<file path="src/psm_pkg.sv">
// Shared types and constants of the packed slot map.
package psm_pkg;

	localparam int CAPACITY = 64;
	localparam int REC_W    = 64;
	localparam int SLOT_W   = $clog2(CAPACITY);
	localparam int CNT_W    = SLOT_W + 1;
	localparam int QDEPTH   = 2;

	typedef enum logic [1:0] {
		OP_ADD    = 2'd0,
		OP_UPDATE = 2'd1,
		OP_REMOVE = 2'd2,
		OP_FLUSH  = 2'd3
	} op_t;

	typedef enum logic [1:0] {
		STAT_OK      = 2'd0,
		STAT_UNKNOWN = 2'd1,
		STAT_FULL    = 2'd2,
		STAT_CLEAN   = 2'd3
	} stat_t;

	typedef enum logic [1:0] {
		ES_IDLE,
		ES_EXEC,
		ES_SCAN,
		ES_FLOUT
	} eng_state_t;

	typedef struct packed {
		op_t               op;
		logic [SLOT_W-1:0] handle;
		logic [REC_W-1:0]  record;
	} item_t;

	typedef struct packed {
		stat_t             status;
		logic [SLOT_W-1:0] handle;
		logic [SLOT_W-1:0] slot;
		logic [REC_W-1:0]  record;
		logic              last;
	} res_t;

endpackage

</file>
<file path="src/psm_front.sv">
// Front end: accepts beats, decodes the operation and queues them for the engine.
module psm_front (
	input  logic          clk,
	input  logic          arst_n,
	input  logic          in_valid,
	output logic          in_ready,
	input  logic [1:0]    func,
	input  logic [5:0]    handle,
	input  logic [63:0]   record,
	output logic          q_valid,
	output psm_pkg::item_t q_item,
	input  logic          q_pop
);
	import psm_pkg::*;

	localparam int PTR_W = $clog2(QDEPTH);

	item_t            mem_q [QDEPTH];
	logic [PTR_W-1:0] wp_q, rp_q;
	logic [PTR_W:0]   cnt_q;
	logic             push, pop;
	item_t            in_item;

	assign in_ready = (cnt_q != (PTR_W+1)'(QDEPTH));
	assign q_valid  = (cnt_q != '0);
	assign q_item   = mem_q[rp_q];
	assign push     = in_valid && in_ready;
	assign pop      = q_pop && q_valid;

	always_comb begin
		in_item.op     = op_t'(func);
		in_item.handle = handle[SLOT_W-1:0];
		in_item.record = record[REC_W-1:0];
	end

	always_ff @(posedge clk) begin
		if (push) begin
			mem_q[wp_q] <= in_item;
		end
	end

	always_ff @(posedge clk or negedge arst_n) begin
		if (!arst_n) begin
			wp_q  <= '0;
			rp_q  <= '0;
			cnt_q <= '0;
		end else begin
			if (push) begin
				wp_q <= wp_q + 1'b1;
			end
			if (pop) begin
				rp_q <= rp_q + 1'b1;
			end
			if (push && !pop) begin
				cnt_q <= cnt_q + 1'b1;
			end else if (pop && !push) begin
				cnt_q <= cnt_q - 1'b1;
			end
		end
	end

endmodule

</file>
<file path="config.mk">
export PLATFORM = sky130hd
export DESIGN_NAME = psm_front
export DESIGN_NICKNAME = d
export VERILOG_FILES = /design/src/psm_pkg.sv /design/src/psm_front.sv
export SDC_FILE = /design/constraint.sdc
export NUM_CORES = 1
export LEC_CHECK = 0
export BUFFER_PORTS_ARGS = -buffer_cell sky130_fd_sc_hd__buf_2
export CORE_ASPECT_RATIO = 0.9
export CORE_MARGIN = 3
export CORE_UTILIZATION = 47
export CTS_CLUSTER_SIZE = 40
export DETAILED_ROUTE_END_ITERATION = 8
export GPL_ROUTABILITY_DRIVEN = 0
export PLACE_DENSITY_LB_ADDON = 0.25
export SETUP_SLACK_MARGIN = 0.05
export SLEW_MARGIN = 20
export SYNTH_ARGS = -nofsm -noshare
export SYNTH_HDL_FRONTEND = slang
export SYNTH_SLANG_ARGS = --single-unit
</file>
<file path="constraint.sdc">
create_clock -name clk -period 4.2 [get_ports clk]
set_input_delay 0.21 -clock clk [delete_from_list [all_inputs] [get_ports clk]]
set_output_delay 0.21 -clock clk [all_outputs]
set_load 0.05 [all_outputs]
</file>
==> impl_metrics.xml <==
<?xml version="1.0" encoding="UTF-8"?>
<metrics>
  <group name="synth">
    <metric name="synth.area.top_cells" unit="">sky130_fd_sc_hd__edfxtp_1, sky130_fd_sc_hd__mux2_4, sky130_fd_sc_hd__buf_12</metric>
    <metric name="yosys_register_bits" unit="">148</metric>
    <metric name="synthMostInstantiatedCell" unit="">sky130_fd_sc_hd__edfxtp_1</metric>
    <metric name="number_of_enable_flip_flop_cells_after_synthesis" unit="">144</metric>
    <metric name="synth_nets" unit="">319</metric>
    <metric name="most_used_standard_cells_in_the_synthesized_netlist" unit="">sky130_fd_sc_hd__edfxtp_1, sky130_fd_sc_hd__mux2_4, sky130_fd_sc_hd__buf_12</metric>
    <metric name="syn_area_per_cell" unit="sq um">23.7</metric>
    <metric name="synth_top_cell_by_area" unit="">sky130_fd_sc_hd__edfxtp_1</metric>
    <metric name="yosysUniqueCellTypes" unit="">15</metric>
    <metric name="synth.top_cell.area_share" unit="%">75.3</metric>
    <metric name="ys_async_sr_fraction" unit="%">2.70</metric>
    <metric name="synthesis.instances" unit="">242</metric>
    <metric name="synthesis_warning_total" unit="">0</metric>
    <metric name="mappedNetlistArea" unit="sq mm">0.00574</metric>
    <metric name="dominantRegCellSynth" unit="">sky130_fd_sc_hd__edfxtp_1</metric>
    <metric name="sequential_share_of_the_synthesized_area" unit="%">77.1</metric>
  </group>
  <group name="pwr">
    <metric name="power_density_over_the_cells" unit="mW/mm^2">783</metric>
    <metric name="p_total" unit="uW">6070</metric>
    <metric name="peakVddDrop" unit="mV">0.586</metric>
    <metric name="power_switching" unit="uW">2400</metric>
    <metric name="swShare" unit="%">39.5</metric>
    <metric name="power.combinational.fraction" unit="%">41.6</metric>
    <metric name="clock_share_of_power" unit="%">21.4</metric>
    <metric name="pwr-share-seq" unit="%">37.0</metric>
    <metric name="leakagePower" unit="uW">0.00314</metric>
    <metric name="cell_internal_pwr" unit="uW">3670</metric>
  </group>
  <group name="clock_tree">
    <metric name="clock_tree_from_tritoncts" unit="">yes</metric>
    <metric name="post_cts_hold_buffer_count" unit="">66</metric>
    <metric name="postCtsSetupBuffers" unit="">0</metric>
    <metric name="cts_inserted_buffers" unit="">17</metric>
    <metric name="cts_max_level" unit="">4</metric>
    <metric name="post_cts_resized" unit="">0</metric>
    <metric name="cts_num_sinks" unit="">148</metric>
    <metric name="clk_pin_slew_worst_paths" unit="ns">0.05</metric>
    <metric name="max-clock-path-buffers" unit="">2</metric>
    <metric name="ctsRootBufferMaster" unit="">sky130_fd_sc_hd__clkbuf_16</metric>
    <metric name="worstSkewPairLatency" unit="ns">0.40</metric>
  </group>
  <group name="grt">
    <metric name="grt_first_pass_wirelength" unit="um">16200</metric>
    <metric name="grt_antenna_before_repair" unit="">0</metric>
    <metric name="globalRoute.totalOverflow" unit="">0</metric>
    <metric name="largest_net_degree_at_the_start_of_global_routing" unit="">73</metric>
    <metric name="global_routing_usage_summed_across_all_routing_layers" unit="%">15.8</metric>
    <metric name="number_of_global_route_vias_before_repair" unit="">3296</metric>
  </group>
  <group name="run">
    <metric name="max_cap_violations" unit="">0</metric>
  </group>
  <group name="critical_path">
    <metric name="cp.buffers_inverters" unit="">2</metric>
    <metric name="slowest_stage" unit="">sky130_fd_sc_hd__dfrtp_4</metric>
    <metric name="critical-path-max-stage-delay" unit="ns">0.99</metric>
    <metric name="data_arrival_critical_path" unit="ns">2.41</metric>
    <metric name="worst_path_dominant_cell_family" unit="">flip-flops</metric>
    <metric name="required" unit="ns">3.99</metric>
    <metric name="ff2ff_setup_slack" unit="ns">1.99</metric>
    <metric name="crit_type" unit="">reg -&gt; out</metric>
    <metric name="endpoint_kind" unit="">output pin</metric>
    <metric name="worstPathMaxFanout" unit="">46</metric>
    <metric name="timing.critical_path.cells" unit="">buf_4, mux2_2, buf_2</metric>
    <metric name="startpoint_type_of_the_worst_setup_path" unit="">register</metric>
  </group>
  <group name="layout">
    <metric name="antenna-diode-count" unit="">0</metric>
    <metric name="finish.net_count" unit="">550</metric>
    <metric name="final_layout_size_suffix_gt1_share" unit="%">51.2</metric>
    <metric name="area.growth.synth_to_final" unit="%">35.1</metric>
  </group>
  <group name="drt">
    <metric name="routedLengthMet1" unit="um">4400</metric>
    <metric name="routed_wl" unit="um">10500</metric>
    <metric name="detailroute.via_count" unit="">3003</metric>
    <metric name="route.detailed.vias_per_inst" unit="">4.69</metric>
    <metric name="wl_met3" unit="um">759</metric>
    <metric name="drtPass1Iterations" unit="">4</metric>
    <metric name="drt-initial-drc-count" unit="">185</metric>
    <metric name="met2_wirelength" unit="um">5260</metric>
    <metric name="topRoutingLayerUsed" unit="">met4</metric>
    <metric name="route.detailed.drc" unit="">0</metric>
    <metric name="detail-route-antenna-nets" unit="">0</metric>
    <metric name="wl_per_instance" unit="um">16.4</metric>
  </group>
  <group name="die">
    <metric name="rows" unit="">37</metric>
    <metric name="chipHeight" unit="um">111</metric>
    <metric name="chipWidth" unit="um">122</metric>
    <metric name="num_io_pins" unit="">150</metric>
    <metric name="initial_core_util" unit="%">49.2</metric>
    <metric name="design.die.area" unit="sq mm">0.0136</metric>
    <metric name="area_inside_the_core_boundary" unit="sq mm">0.0117</metric>
  </group>
  <group name="timing">
    <metric name="worst-slew-pin-transition" unit="ns">1.01</metric>
    <metric name="fmaxAchievable" unit="MHz">382</metric>
    <metric name="totalNegativeSetupSlack" unit="ns">0</metric>
    <metric name="worst_clock_skew" unit="ns">0.00392</metric>
    <metric name="setup_violations" unit="">0</metric>
    <metric name="relSlewSlack" unit="%">33.0</metric>
    <metric name="final.period_utilization" unit="%">62.4</metric>
    <metric name="grt_setup_unrepaired" unit="">false</metric>
    <metric name="finalWorstPathRequiredPeriod" unit="ns">2.62</metric>
    <metric name="postLayoutSetupSlackWorst" unit="ns">1.58</metric>
    <metric name="final.hold.worst_slack" unit="ns">0.0206</metric>
    <metric name="final_hold_viol_count" unit="">0</metric>
    <metric name="slew_viol_final" unit="">0</metric>
  </group>
  <group name="place">
    <metric name="place_worst_setup_slack" unit="ns">1.98</metric>
    <metric name="portBuffers" unit="">149</metric>
    <metric name="post-dp-hpwl" unit="um">6410</metric>
  </group>
  <group name="run_status">
    <metric name="run_status" unit="">finished clean</metric>
  </group>
  <group name="hold_path">
    <metric name="hp-class" unit="">in -&gt; reg</metric>
  </group>
</metrics>
-- logic make-up (layout without fill, tap and decap cells) --
group                      after synthesis  in the layout  synth area share, %
xor gates and xnor gates                 5              5                0.763
and+or+nand+nor                          7              7                0.589
buffers and inverters                    9            251                 2.70
DFF                                    148            148                 77.1
adders and majority gates                1              1                0.218
muxes                                   72             72                 18.6
-- power groups by stage --
| stage | Combinational (uW) | Sequential [uW] | Clock, uW |
|---|---|---|---|
| finish | 2530 | 2240 | 1300 |
| global route | 2630 | 2290 | 1400 |
| CTS | 2550 | 2250 | 1330 |
| detailed placement | 2490 | 2280 | 0 |
| global placement | 2480 | 2250 | 0 |
| floorplan | 2270 | 2130 | 0 |
-- final timing paths --
path / depth (start not counted) / end / start
min reg2reg: 1 / cnt_q[1] / cnt_q[1]
max: 3 / q_item[52] / rp_q
max in group asynchronous: 2 / rp_q / arst_n
min: 1 / mem_q[1][36] / record[36]
min in group asynchronous: 2 / rp_q / arst_n
max reg2reg: 4 / mem_q[0][9] / cnt_q[0]
-- cell usage in the layout (no fill, tap or decap), drive strengths merged --
cell type,instances
ha,1
mux2,72
dfrtp,4
clkinv,9
or2,1
xnor2,3
and3,1
inv,1
clkbuf,20
bufinv,1
dlygate4sd3,68
nand2b,1
xor2,2
nand2,2
edfxtp,144
nor2,2
buf,152
-- per-stage QoR --
step	cells	util [%]	area [sq um]
after global routing	640	66.5	7750
after floorplan	242	-	5740
final	640	66.5	7750
after global placement	542	56.3	6570
after detailed placement	542	56.3	6570
after CTS	638	66.3	7730
-- state kept, by name, summed over array words and instances (netlist names) --
signal / cells
mem_q: 144
cnt_q: 2
rp_q: 1
wp_q: 1
-- worst register-to-register path, cell delays in order (launching register included) --
cell and delay, ns:
sky130_fd_sc_hd__dfrtp_1 0.43, sky130_fd_sc_hd__nand2b_1 0.21, sky130_fd_sc_hd__nand2_1 0.16, sky130_fd_sc_hd__nor2_4 0.25, sky130_fd_sc_hd__buf_4 0.71
-- layer usage --
| layer | global-route usage [%] | vias to the layer above |
|---|---|---|
| met5 | 0 | - |
| met4 | 4.78 | 0 |
| met3 | 5.66 | 4 |
| met2 | 25.9 | 124 |
| met1 | 19.6 | 1457 |
| li1 | - | 1418 |
-- area by class of cell --
class                      count  area [sq um]
fill                         827          3910
timing repair buffer         220          1450
clock inverter                10          67.6
sequential                   148          4430
inverter                       1          3.75
tap                          156           195
multi-input combinational     85          1170
clock buffer                  20           437
No activity file was read; power rests on OpenSTA's default activity.
